## config.mk

```make
export PLATFORM = sky130hd
export DESIGN_NAME = dimmer_level_tracker
export DESIGN_NICKNAME = d
export VERILOG_FILES = /design/src/rtl/dlt_pkg.sv /design/src/rtl/dimmer_level_tracker.sv /design/src/rtl/dlt_update.sv
export VERILOG_INCLUDE_DIRS = /design/src /design/src/rtl
export SDC_FILE = /design/constraint.sdc
export NUM_CORES = 1
export LEC_CHECK = 0
export BUFFER_PORTS_ARGS = -buffer_cell sky130_fd_sc_hd__buf_2
export CAP_MARGIN = 10
export CORE_UTILIZATION = 60
export DETAILED_ROUTE_END_ITERATION = 10
export PLACE_DENSITY = 0.82
export SLEW_MARGIN = 10
export SYNTH_ARGS = -nofsm -noshare
export SYNTH_HDL_FRONTEND = slang
export SYNTH_SLANG_ARGS = --single-unit
```

## constraint.sdc

```tcl
create_clock -name clk -period 5.32 [get_ports clk]
set_clock_uncertainty 0.15 [all_clocks]
set_input_delay 0 -clock clk [delete_from_list [all_inputs] [get_ports clk]]
set_output_delay 0 -clock clk [all_outputs]
set_load 0.005 [all_outputs]
```

## src/rtl/dimmer_level_tracker_defines.svh

```systemverilog
// Assertion macros used by the dimmer level tracker RTL.
`ifndef DIMMER_LEVEL_TRACKER_DEFINES_SVH
`define DIMMER_LEVEL_TRACKER_DEFINES_SVH

// Same-cycle implication, checked on every rising edge outside reset.
`define DLT_ASSERT_NOW(label, ante, cons, msg) \
  label: assert property (@(posedge clk) disable iff (rst) (ante) |-> (cons)) \
    else $error(msg);

// Next-cycle implication, checked on every rising edge outside reset.
`define DLT_ASSERT_NEXT(label, ante, cons, msg) \
  label: assert property (@(posedge clk) disable iff (rst) (ante) |=> (cons)) \
    else $error(msg);

`endif

```

## src/rtl/dlt_pkg.sv

```systemverilog
// Types, codes and level conversion functions for the dimmer level tracker.
package dlt_pkg;

  localparam int unsigned CFG_INDEX_W = 2;
  localparam int unsigned CFG_DATA_W  = 6;

  localparam logic [CFG_INDEX_W-1:0] REG_ADVANCED_MODE        = 2'd0;
  localparam logic [CFG_INDEX_W-1:0] REG_HUNDRED_STEP_OUTPUTS = 2'd1;
  localparam logic [CFG_INDEX_W-1:0] REG_FAULT_CODE           = 2'd2;

  localparam logic [5:0] FAULT_CODE_RESET = 6'd19;

  localparam logic [1:0] KIND_COMMAND   = 2'd0;
  localparam logic [1:0] KIND_DIM_READ  = 2'd1;
  localparam logic [1:0] KIND_DIM_WRITE = 2'd2;

  localparam logic [5:0] CMD_OFF         = 6'd0;
  localparam logic [5:0] CMD_ON          = 6'd1;
  localparam logic [5:0] TIMED_ON_FIRST  = 6'd11;
  localparam logic [5:0] TIMED_ON_LAST   = 6'd18;
  localparam logic [5:0] TEN_STEP_LOW    = 6'd2;
  localparam logic [5:0] TEN_STEP_HIGH   = 6'd10;
  localparam logic [5:0] CMD_STEP_UP     = 6'd30;
  localparam logic [5:0] CMD_STEP_DOWN   = 6'd31;
  localparam logic [5:0] DIM_STATUS_CODE = 6'd1;

  localparam logic [6:0] LEVEL_MAX = 7'd100;
  localparam logic [7:0] STATUS_OFFSET = 8'd100;
  localparam logic [7:0] STATUS_TOP    = 8'd200;

  typedef struct packed {
    logic [1:0] frame_kind;
    logic [5:0] what_code;
    logic [1:0] arg_count;
    logic [7:0] arg_first;
    logic [7:0] arg_second;
    logic       point_to_point;
  } dlt_in_t;

  typedef struct packed {
    logic       on_valid;
    logic       on_value;
    logic       ten_valid;
    logic [3:0] ten_level;
    logic       hundred_valid;
    logic [6:0] hundred_level;
    logic       speed_valid;
    logic [7:0] ramp_speed;
    logic       fault_seen;
    logic       start_query;
    logic       cancel_query;
  } dlt_out_t;

  typedef struct packed {
    logic       advanced_mode;
    logic       hundred_step_outputs;
    logic [5:0] fault_code;
  } dlt_cfg_t;

  typedef struct packed {
    logic       lamp_lit;
    logic [6:0] dim_level;
  } dlt_state_t;

  // Hundred-step level to ten-step level; zero stays zero.
  function automatic logic [3:0] hundred_to_ten(input logic [6:0] v);
    logic [3:0] t;
    if (v == 7'd0)       t = 4'd0;
    else if (v <= 7'd4)  t = 4'd2;
    else if (v <= 7'd15) t = 4'd3;
    else if (v <= 7'd25) t = 4'd4;
    else if (v <= 7'd35) t = 4'd5;
    else if (v <= 7'd45) t = 4'd6;
    else if (v <= 7'd53) t = 4'd7;
    else if (v <= 7'd67) t = 4'd8;
    else if (v <= 7'd85) t = 4'd9;
    else                 t = 4'd10;
    return t;
  endfunction

  // Ten-step level (2 to 10) to hundred-step level.
  function automatic logic [6:0] ten_to_hundred(input logic [3:0] t);
    logic [6:0] v;
    case (t)
      4'd2:    v = 7'd1;
      4'd3:    v = 7'd10;
      4'd4:    v = 7'd20;
      4'd5:    v = 7'd30;
      4'd6:    v = 7'd40;
      4'd7:    v = 7'd50;
      4'd8:    v = 7'd60;
      4'd9:    v = 7'd75;
      4'd10:   v = 7'd100;
      default: v = 7'd0;
    endcase
    return v;
  endfunction

endpackage

```

## src/rtl/dimmer_level_tracker.sv

```systemverilog
// Dimmer level tracker top level: frame register, update logic, result register.
//
//   channel   direction  handshake                  payload
//   frame     in         frame_valid/frame_ready    frame  (dlt_in_t)
//   result    out        result_valid/result_ready  result (dlt_out_t)
//   cfg       in         cfg_en                     cfg_addr, cfg_wdata
//
// One frame is taken per cycle while the frame register is free or can move on;
// a frame passes through the frame register and then the result register, and a
// stalled result holds it in the frame register.
// The light state is updated as a frame moves from the frame register into the
// result register, so the next frame in the frame register sees the new state.
// Reset clears the state and both valid flags and sets the configuration defaults.
// A stalled result holds the pipeline; an empty frame register still fills.
`include "dimmer_level_tracker_defines.svh"

module dimmer_level_tracker import dlt_pkg::*; (
  input  logic                   clk,
  input  logic                   rst,
  input  logic                   frame_valid,
  output logic                   frame_ready,
  input  dlt_in_t                frame,
  output logic                   result_valid,
  input  logic                   result_ready,
  output dlt_out_t               result,
  input  logic                   cfg_en,
  input  logic [CFG_INDEX_W-1:0] cfg_addr,
  input  logic [CFG_DATA_W-1:0]  cfg_wdata
);

  dlt_cfg_t   cfg;
  dlt_state_t state;
  dlt_state_t state_next;
  dlt_in_t    item;
  dlt_out_t   report;
  logic       item_valid;
  logic       advance;

  assign advance     = !result_valid || result_ready;
  assign frame_ready = !item_valid || advance;

  always_ff @(posedge clk) begin
    if (rst) begin
      cfg.advanced_mode        <= 1'b0;
      cfg.hundred_step_outputs <= 1'b0;
      cfg.fault_code           <= FAULT_CODE_RESET;
    end else if (cfg_en) begin
      case (cfg_addr)
        REG_ADVANCED_MODE:        cfg.advanced_mode        <= cfg_wdata[0];
        REG_HUNDRED_STEP_OUTPUTS: cfg.hundred_step_outputs <= cfg_wdata[0];
        REG_FAULT_CODE:           cfg.fault_code           <= cfg_wdata;
        default: ;
      endcase
    end
  end

  always_ff @(posedge clk) begin
    if (rst) begin
      item_valid <= 1'b0;
    end else if (frame_ready) begin
      item_valid <= frame_valid;
    end
  end

  always_ff @(posedge clk) begin
    if (frame_valid && frame_ready) begin
      item <= frame;
    end
  end

  dlt_update u_update (
    .cfg        (cfg),
    .state      (state),
    .item       (item),
    .report     (report),
    .state_next (state_next)
  );

  always_ff @(posedge clk) begin
    if (rst) begin
      result_valid    <= 1'b0;
      state.lamp_lit  <= 1'b0;
      state.dim_level <= 7'd0;
    end else if (advance) begin
      result_valid <= item_valid;
      if (item_valid) begin
        state <= state_next;
      end
    end
  end

  always_ff @(posedge clk) begin
    if (advance && item_valid) begin
      result <= report;
    end
  end

  `DLT_ASSERT_NEXT(a_item_kept, item_valid && !advance, item_valid, "stalled frame dropped")
  `DLT_ASSERT_NOW(a_level_range, 1'b1, state.dim_level <= LEVEL_MAX, "stored level above 100")
  `DLT_ASSERT_NOW(a_query_excl, result_valid, !(result.start_query && result.cancel_query), "start and cancel")
  `DLT_ASSERT_NOW(a_ten_zero, result_valid && !result.ten_valid, result.ten_level == 4'd0, "stray level")

endmodule

```

## src/rtl/dlt_update.sv

```systemverilog
// Frame decode and state update: one frame in, one report and next state out.
module dlt_update import dlt_pkg::*; (
  input  dlt_cfg_t   cfg,
  input  dlt_state_t state,
  input  dlt_in_t    item,
  output dlt_out_t   report,
  output dlt_state_t state_next
);

  logic       adv;
  logic       isdim;
  logic       incdec;
  logic       is_inc;
  logic       is_onoff;
  logic       is_fixed;
  logic       is_level_cmd;
  logic [3:0] cur_ten;
  logic [3:0] step_ten;
  logic [8:0] inc_sum;
  logic [6:0] adv_lvl;
  logic [7:0] status_diff;
  logic [6:0] status_lvl;

  logic       on_v;
  logic       on_x;
  logic       ten_v;
  logic [3:0] ten_x;
  logic       hun_v;
  logic [6:0] hun_x;
  logic       spd_v;
  logic [7:0] spd_x;
  logic       fault;
  logic       start;
  logic       cancel;
  logic       lon;
  logic [6:0] lvl;

  assign adv      = cfg.advanced_mode | cfg.hundred_step_outputs;
  assign isdim    = (item.frame_kind == KIND_DIM_READ) || (item.frame_kind == KIND_DIM_WRITE);
  assign is_inc   = (item.what_code == CMD_STEP_UP);
  assign incdec   = is_inc || (item.what_code == CMD_STEP_DOWN);
  assign is_onoff = (item.frame_kind == KIND_COMMAND) &&
                    ((item.what_code == CMD_ON) || (item.what_code == CMD_OFF));
  assign is_fixed = (item.what_code >= TIMED_ON_FIRST) &&
                    (item.what_code <= TIMED_ON_LAST);
  assign is_level_cmd = (item.what_code >= TEN_STEP_LOW) &&
                        (item.what_code <= TEN_STEP_HIGH);

  // Increase and decrease only ever start from the stored level, since the
  // codes that change the level earlier in the frame exclude them.
  assign cur_ten = hundred_to_ten(state.dim_level);
  always_comb begin
    if (is_inc) begin
      if (cur_ten <= 4'd1)       step_ten = 4'd2;
      else if (cur_ten >= 4'd10) step_ten = 4'd10;
      else                       step_ten = cur_ten + 4'd1;
    end else begin
      if (cur_ten <= 4'd3) step_ten = 4'd2;
      else                 step_ten = cur_ten - 4'd1;
    end
  end

  assign inc_sum = {2'b00, state.dim_level} + {1'b0, item.arg_first};
  always_comb begin
    if (is_inc) begin
      if (inc_sum > {2'b00, LEVEL_MAX}) adv_lvl = LEVEL_MAX;
      else if (inc_sum == 9'd0)         adv_lvl = 7'd1;
      else                              adv_lvl = inc_sum[6:0];
    end else begin
      if (item.arg_first >= {1'b0, state.dim_level}) adv_lvl = 7'd1;
      else adv_lvl = state.dim_level - item.arg_first[6:0];
    end
  end

  assign status_diff = item.arg_first - STATUS_OFFSET;
  always_comb begin
    if (item.arg_first < STATUS_OFFSET)   status_lvl = 7'd0;
    else if (item.arg_first > STATUS_TOP) status_lvl = LEVEL_MAX;
    else                                  status_lvl = status_diff[6:0];
  end

  always_comb begin
    on_v   = 1'b0;
    on_x   = 1'b0;
    ten_v  = 1'b0;
    ten_x  = 4'd0;
    hun_v  = 1'b0;
    hun_x  = 7'd0;
    spd_v  = 1'b0;
    spd_x  = 8'd0;
    fault  = 1'b0;
    start  = 1'b0;
    cancel = 1'b0;
    lon    = state.lamp_lit;
    lvl    = state.dim_level;

    if (is_onoff && ((item.arg_count == 2'd0) || ((item.arg_count == 2'd1) && adv))) begin
      on_v = 1'b1;
      on_x = (item.what_code == CMD_ON);
    end
    if (is_fixed) begin
      on_v = 1'b1;
      on_x = 1'b1;
    end

    // Switching on with no known level starts the delayed level query,
    // unless the frame was addressed to this device alone.
    if (on_v) begin
      lon = on_x;
      if (lon && (lvl == 7'd0) && !item.point_to_point) start = 1'b1;
      else cancel = 1'b1;
      if (lon && (lvl != 7'd0)) begin
        ten_v = 1'b1;
        ten_x = hundred_to_ten(lvl);
      end
    end

    if (item.frame_kind == KIND_COMMAND) begin
      if (is_level_cmd) begin
        lvl   = ten_to_hundred(item.what_code[3:0]);
        on_v  = 1'b1;
        on_x  = 1'b1;
        ten_v = 1'b1;
        ten_x = hundred_to_ten(lvl);
      end else if (item.what_code == cfg.fault_code) begin
        fault = 1'b1;
      end
    end

    if (incdec && (item.arg_count == 2'd0)) begin
      if (lon) begin
        lvl   = ten_to_hundred(step_ten);
        ten_v = 1'b1;
        ten_x = step_ten;
      end else begin
        lon   = 1'b1;
        ten_v = 1'b1;
        ten_x = hundred_to_ten(lvl);
      end
      on_v = 1'b1;
      on_x = 1'b1;
    end

    if (incdec && (item.arg_count == 2'd2) && adv) begin
      if (lon) lvl = adv_lvl;
      else     lon = 1'b1;
      ten_v = 1'b1;
      ten_x = hundred_to_ten(lvl);
      on_v  = 1'b1;
      on_x  = 1'b1;
    end

    if ((item.what_code == DIM_STATUS_CODE) && isdim && adv) begin
      if (item.arg_first == STATUS_OFFSET) begin
        lon  = 1'b0;
        on_v = 1'b1;
        on_x = 1'b0;
      end else begin
        lvl   = status_lvl;
        lon   = 1'b1;
        on_v  = 1'b1;
        on_x  = 1'b1;
        ten_v = 1'b1;
        ten_x = hundred_to_ten(lvl);
      end
    end

    if (cfg.hundred_step_outputs) begin
      if (ten_v) begin
        hun_v = 1'b1;
        hun_x = lvl;
      end
      if (is_onoff && (item.arg_count == 2'd1)) begin
        on_v = 1'b1;
        on_x = (item.what_code == CMD_ON);
      end
      if ((item.what_code == DIM_STATUS_CODE) && (item.frame_kind == KIND_DIM_READ) && lon) begin
        spd_v = 1'b1;
        spd_x = item.arg_second;
      end
      if (incdec && (item.arg_count == 2'd2)) begin
        hun_v = 1'b1;
        hun_x = lvl;
      end
    end
  end

  assign report.on_valid      = on_v;
  assign report.on_value      = on_x;
  assign report.ten_valid     = ten_v;
  assign report.ten_level     = ten_x;
  assign report.hundred_valid = hun_v;
  assign report.hundred_level = hun_x;
  assign report.speed_valid   = spd_v;
  assign report.ramp_speed    = spd_x;
  assign report.fault_seen    = fault;
  assign report.start_query   = start;
  assign report.cancel_query  = cancel;

  assign state_next.lamp_lit  = lon;
  assign state_next.dim_level = lvl;

endmodule

```

==> summary.md, run 1 <==
| Metric | Value |
|---|---|
| I/O Buffers | `68` |
| WP buf/inv | `2` |
| Min-Delay Path Depth | `3` |
| Most common library cells after synthesis | `nor2_1 (79), nand2_1 (56), edfxtp_1 (54)` |
| Die Height | `102.0 microns` |
| Status | `completed` |
| Worst-margin pin slew | `1049 ps` |
| Die area | `0.01041 sq mm` |
| Final core utilization | `0.7301` |
| Pwr/cell area | `215.6 mW/mm^2` |
| Minimum clock period | `4577 ps` |
| Filler Cell Count | `727` |
| First-pass GRT wire length | `28.39 mm` |
| Pre-antenna DRT Iters | `6` |
| Largest net degree at the start of global routing | `34` |
| Post-CTS Hold Fix Bufs | `48` |
| Rel. slew slack | `0.3002` |
| Clk root buf | `clkbuf_8` |
| Initial antenna violation count | `0` |
| 1st-iter DRT viols | `664` |
| Clk_lat worst skew | `380 ps` |
| Number of diodes | `0` |
| Synthesized Nets | `768` |
| Worst Hold Class | `in -> reg` |
| Layout Nets | `868` |
| CP delay by family, top | `compound AO/OA/AOI/OAI gates` |
| CTS resizes | `0` |
| Total number of vias | `5,981` |
| Most area-hungry cell type in the Yosys netlist | `edfxtp_1` |
| Max Cap Violations | `0` |
| Max clock buf depth | `2` |
| Area of the multi-input gates | `0.003587 sq mm` |
| Leakage | `2.919 nW` |
| Register bit total from synthesis | `79` |
| IO Pins | `69` |
| CP cell instances | `inv_1 -> ha_1 -> nor2_1 -> a221oi_1 -> o311ai_1 -> a221oi_1 -> nor4_1 -> o22ai_1 -> inv_1 -> or4_1 -> a41o_1` |
| Residual DRC count | `0` |
| Die width | `102.0 microns` |
| Clock transition at path regs | `100 ps` |
| Setup bufs post-CTS | `0` |
| Post-synthesis cell type count | `77` |
| R2r setup slk | `740 ps` |
| Post-route ant nets | `0` |
| Crit path kind | `reg -> reg` |
| Crit share post-route | `0.8602` |
| Synth top area cells | `edfxtp_1 (27%), dfxtp_1 (8.3%), ha_1 (7.7%)` |
| HPWL after DPL | `12.91 mm` |
| Vias in the first global route | `5,432` |
| H-tree levels | `3` |
| Clk sinks | `79` |
| CP required | `5300 ps` |
| Share of layout cells above drive strength 1 | `0.1348` |
| Hold path startpoint | `cfg_addr[0]` |
| # setup viols final | `0` |
| CP max stage delay | `640 ps` |
| Worst setup SP type | `flop` |
| Reg2reg end | `result[21]` |
| Post-DP Area | `0.006404 sq mm` |
| RSZ-0062 raised after global routing | `false` |
| Syn-to-layout area delta | `18.27%` |
| Starting Density | `0.6173` |
| RR Startpoint | `state[5]` |
| F_max | `218.5 MHz` |
| Mapped Avg Cell Area | `8.717 sq um` |
| Critical Path AT | `4550 ps` |
| Primary FF master, synth | `edfxtp_1` |
| Crit-path max FO | `13` |
| Most frequent cell after synthesis | `nor2_1` |
| Slowest-stage cell, CP | `dfxtp_1` |
| Synth top area share | `0.2700` |
| Asr flop ratio synth | `0` |
| CTS Buf Count | `9` |
| CTS tree | `done` |
| Routability cong. | `0.9766` |
| FF+latch area | `0.002122 sq mm` |
| Vias/cell | `6.452` |
| Worst ir drop on vdd | `0.1803 mV` |
| Mapped Area | `0.006006 sq mm` |
| Syn. warnings | `0` |
| Fin. Hold Viols | `0` |
| Post-route design area | `0.007103 sq mm` |
| Setup crit end kind | `flop` |
| Mapped Cells | `689` |
| Overflow after GRT | `0` |
| Seq/Total Area, Yosys | `0.3533` |
| WL per Instance | `19.71 microns` |
| Row Count | `36` |
| Setup TNS | `0 ps` |
| Max-slew violation count | `0` |
| Core ar. | `0.009729 sq mm` |
| Gr usage total | `0.3613` |
| R2R depth | `11` |
| Hold Path Sink | `cfg[0]` |
| DRT Wirelength | `18.27 mm` |
| Post-synth EDFFs | `54` |
through the flow:
step | power (mW) | worst slack [ps] | instances | hold slack (ps)
6_report | 1.531 | 743.5 | 927 | 186.0
5_1_grt | 1.589 | 325.5 | 927 | 185.4
4_1_cts | 1.521 | 818.6 | 927 | 150.3
3_5_place_dp | 0.9920 | 822.1 | 863 | 28.52
3_3_place_gp | 0.9848 | 925.1 | 863 | 26.09
2_1_floorplan | 0.9115 | 1423 | 689 | -51.13
flip-flops by register name, indices dropped and copies added, names as in the netlist, named ones only:
register      cells
item             27
result_valid      1
state             8
cfg               8
result           27
item_valid        1
worst register-to-register path, stage by stage, from the launching register on:
cell,delay [ps]
dfxtp_1,640
inv_1,230
ha_1,550
nor2_1,130
a221oi_1,300
o311ai_1,230
a221oi_1,640
nor4_1,110
o22ai_1,440
inv_1,110
or4_1,540
a41o_1,240
per-layer routing:
metal | vias up | track usage | share of wire
met5 | - | 0 | 0
met1 | 2829 | 0.5069 | 0.43
met3 | 44 | 0.07661 | 0.099
met2 | 351 | 0.5483 | 0.45
met4 | 0 | 0.1319 | 0.026
li1 | 2757 | - | -
layout make-up:
class | instances | share of cell area
multi-input combinational | 537 | 0.5050
sequential | 79 | 0.2988
tap | 133 | 0.02343
inverter | 42 | 0.02219
clock buffer | 10 | 0.01797
clock inverter | 6 | 0.01286
timing repair buffer | 120 | 0.1198
cells by family (layout without fill, tap and decap cells):
family / after synthesis / count (layout) / share of synthesized area
AO/OA/AOI/OAI: 203 / 203 / 0.2340
XOR/XNOR: 15 / 15 / 0.02187
adder cells (fa/ha/maj): 39 / 39 / 0.08375
buffers and inverters: 73 / 178 / 0.04937
flip-flops: 79 / 79 / 0.3533
multiplexers: 27 / 27 / 0.04625
AND/OR/NAND/NOR: 253 / 253 / 0.2115
power by group:
part / total [mW] / switching (mW) / internal, mW
Clock: 0.513 / 0.245 / 0.268
Combinational: 0.292 / 0.169 / 0.124
Sequential: 0.726 / 0.0377 / 0.689
worst max path at each step:
stage                     startpoint          to  depth (start not counted)
after floorplan             state[4]  result[21]                         14
after global placement      state[6]    state[0]                         17
after detailed placement    state[6]    state[0]                         17
after CTS                   state[6]    state[0]                         17
after global routing        state[6]    state[0]                         17
final                       state[5]  result[21]                         11
cells in the final DEF, fill, tap and decap left out, types with 11 or more instances in the layout:
master         Yosys  layout
o21ai_0           37      37
buf_2              3      68
a31oi_1           12      12
nand3_1           11      11
edfxtp_1          54      54
dfxtp_1           25      25
nand2b_1          12      12
dlygate4sd3_1      0      48
and2_1            15      15
nor3_1            17      17
a21oi_1           45      45
xnor2_1           11      11
inv_1             41      41
ha_1              37      37
mux2i_1           21      21
nand2_1           56      56
nor2_1            79      79
Power figures use the tool's default switching activity.
==> run 2: changes to the inputs <==
- CORE_UTILIZATION: 60 -> 45
- PLACE_DENSITY: 0.82 -> not set
==> summary.md, run 2 (synthesis gave the netlist of run 1 again) <==
| Metric | Value |
|---|---|
| Fin. Hold Viols | `0 (unchanged)` |
| Gr usage total | `0.2605 (was 0.3613)` |
| Tot Pwr | `1.708 mW (was 1.531 mW)` |
| Max Cap Violations | `0 (unchanged)` |
| Metal-1 WL | `7.935 mm (was 7.829 mm)` |
| Clock transition at path regs | `60 ps (was 100 ps)` |
| Layout Nets | `869 (was 868)` |
| Sw Ratio | `0.2767 (was 0.2946)` |
| Number of diodes | `0 (unchanged)` |
| Worst-margin pin slew | `1013 ps (was 1049 ps)` |
| Clk_lat worst skew | `340 ps (was 380 ps)` |
| IO Pins | `69 (unchanged)` |
| Setup TNS | `0 ps (unchanged)` |
| R2R depth | `12 (was 11)` |
| Row Count | `41 (was 36)` |
| Top Layer Used | `met5 (was met4)` |
| Crit path kind | `reg -> reg (unchanged)` |
| Clock share of power | `0.408 (was 0.335)` |
| Pre-antenna DRT Iters | `6 (unchanged)` |
| Max clock buf depth | `2 (unchanged)` |
| Minimum clock period | `4517 ps (was 4577 ps)` |
| Area of the multi-input gates | `0.003587 sq mm (unchanged)` |
| Core ar. | `0.01282 sq mm (was 0.009729 sq mm)` |
| Switch Pwr | `0.4725 mW (was 0.4512 mW)` |
| Pint | `1.235 mW (was 1.080 mW)` |
| Post-route ant nets | `0 (unchanged)` |
| Critical Path AT | `4530 ps (was 4550 ps)` |
| Worst Hold Class | `in -> reg (unchanged)` |
| Max-slew violation count | `0 (unchanged)` |
| Share of layout cells above drive strength 1 | `0.1384 (was 0.1348)` |
| # setup viols final | `0 (unchanged)` |
| DRT Wirelength | `17.78 mm (was 18.27 mm)` |
| Routed wl met2 | `8.051 mm (was 8.158 mm)` |
| Crit share post-route | `0.8490 (was 0.8602)` |
| Leakage | `2.983 nW (was 2.919 nW)` |
| Crit-path max FO | `13 (unchanged)` |
| Post-placement cell count | `904 (was 863)` |
| Post-DP Area | `0.006467 sq mm (was 0.006404 sq mm)` |
| Most frequent cells in the layout | `nor2_1 (79), buf_2 (68), nand2_1 (56), edfxtp_1 (54), dlygate4sd3_1 (47) (was nor2_1 (79), buf_2 (68), nand2_1 (56), edfxtp_1 (54), dlygate4sd3_1 (48))` |
| Vias/cell | `5.899 (was 6.452)` |
| Hold WS | `142.6 ps (was 186.0 ps)` |
| Rel. slew slack | `0.3243 (was 0.3002)` |
| Worst setup SP type | `flop (unchanged)` |
| Setup crit end | `result[20] (was result[21])` |
| Setup crit end kind | `flop (unchanged)` |
| WL per Instance | `18.39 microns (was 19.71 microns)` |
| Largest registers | `item: 27 flops, result: 27 flops (unchanged)` |
| 1st-iter DRT viols | `515 (was 664)` |
| Filler Cell Count | `1,162 (was 727)` |
| Worst ir drop on vdd | `0.1617 mV (was 0.1803 mV)` |
| First-pass GRT wire length | `28.22 mm (was 28.39 mm)` |
| Reg2reg end | `result[20] (was result[21])` |
| Met3 WL | `1.403 mm (was 1.804 mm)` |
| Residual DRC count | `0 (unchanged)` |
| Pwr/cell area | `234.8 mW/mm^2 (was 215.6 mW/mm^2)` |
| Total number of vias | `5,704 (was 5,981)` |
| Initial antenna violation count | `1 (was 0)` |
| F_max | `221.4 MHz (was 218.5 MHz)` |
| Critical Path Start | `state[4] (was state[5])` |
| HPWL after DPL | `13.17 mm (was 12.91 mm)` |
| Post-route design area | `0.007274 sq mm (was 0.007103 sq mm)` |
| RR Startpoint | `state[4] (was state[5])` |
| Clk sinks | `79 (unchanged)` |
| RSZ-0062 raised after global routing | `false (unchanged)` |
| Die width | `117.5 microns (was 102.0 microns)` |
| Die Height | `117.5 microns (was 102.0 microns)` |
| I/O Buffers | `68 (unchanged)` |
| Status | `completed (unchanged)` |
| Combinational power share | `0.167 (was 0.191)` |
| Largest net degree at the start of global routing | `24 (was 34)` |
| H-tree levels | `3 (unchanged)` |
| Final core utilization | `0.5672 (was 0.7301)` |
| CTS resizes | `0 (unchanged)` |
| CP required | `5330 ps (was 5300 ps)` |
| CTS Buf Count | `9 (unchanged)` |
| FF+latch area | `0.002122 sq mm (unchanged)` |
| Non-Filler Instances | `967 (was 927)` |
| Place WS | `913.8 ps (was 822.1 ps)` |
| Commonest non-fill, non-tap cell in the layout | `nor2_1 (unchanged)` |
| Clk root buf | `clkbuf_16 (was clkbuf_8)` |
| Die area | `0.01381 sq mm (was 0.01041 sq mm)` |
| Syn-to-layout area delta | `21.13% (was 18.27%)` |
| Overflow after GRT | `0 (unchanged)` |
| R2r setup slk | `800 ps (was 740 ps)` |
| Post-route setup slack | `803.5 ps (was 743.5 ps)` |
| Routability cong. | `0.9552 (was 0.9766)` |
| Sequential share of power | `0.425 (was 0.474)` |
| Starting Density | `0.4683 (was 0.6173)` |
| CTS tree | `done (unchanged)` |
| Vias in the first global route | `5,308 (was 5,432)` |
==> run 2: cell types whose count changed in the layout (fill, tap and decap cells not counted) <==
cell / change
buf_4: +2
clkbuf_1: -1
clkbuf_16: +9
clkbuf_8: -9
clkinv_2: -1
dlygate4sd3_1: -1
inv_6: -1
inv_8: +3
==> run 2: area by class of cell <==
class | count | area share
clock buffers | 9 | 0.03096
clock inverters | 7 | 0.01531
inverters | 42 | 0.02167
multi-input cells | 537 | 0.4931
flip-flops and latches | 79 | 0.2917
well taps | 172 | 0.02958
repair buffers | 121 | 0.1176
==> run 2: worst min path at each step <==
stage / slack [ps] / startpoint / cells after the start / endpoint
floorplan: -50 / frame[0] / 0 / item[0]
global placement: 30 / frame[7] / 1 / item[7]
finish: 140 / cfg_addr[1] / 3 / cfg[1]
CTS: 120 / cfg_addr[1] / 3 / cfg[1]
global route: 160 / cfg_addr[1] / 3 / cfg[0]
detailed placement: 30 / frame[2] / 1 / item[2]
==> run 2: worst max-delay path, cell delays in order, from the launching register on <==
cell and delay, ps:
dfxtp_1 680, inv_1 130, ha_1 460, a21o_1 200, a2111oi_0 760, o21a_1 330, o21ai_0 170, o21ai_0 410
a2bb2oi_4 280, or3b_1 150, o21ai_0 90, o32a_1 310, o22ai_1 210
==> run 2: power groups by stage <==
stage | clock network [mW] | registers (mW) | logic (mW)
6_report | 0.697 | 0.725 | 0.285
5_1_grt | 0.738 | 0.730 | 0.314
4_1_cts | 0.710 | 0.724 | 0.280
3_5_place_dp | 0 | 0.738 | 0.253
3_3_place_gp | 0 | 0.736 | 0.251
2_1_floorplan | 0 | 0.720 | 0.192
==> run 2: what timing repair did <==
| item | CTS | global route |
|---|---|---|
| setup buffers | 0 | 0 |
| hold buffers | 47 | 0 |
| endpoints found under the setup margin | 0 | 0 |
| hold endpoints to repair | 47 | 0 |
==> run 2: per-layer routing <==
layer / track usage / up-vias
met2: 0.3990 / 227
met3: 0.07171 / 29
met5: 0 / -
met1: 0.3507 / 2677
li1: - / 2769
met4: 0.09375 / 2
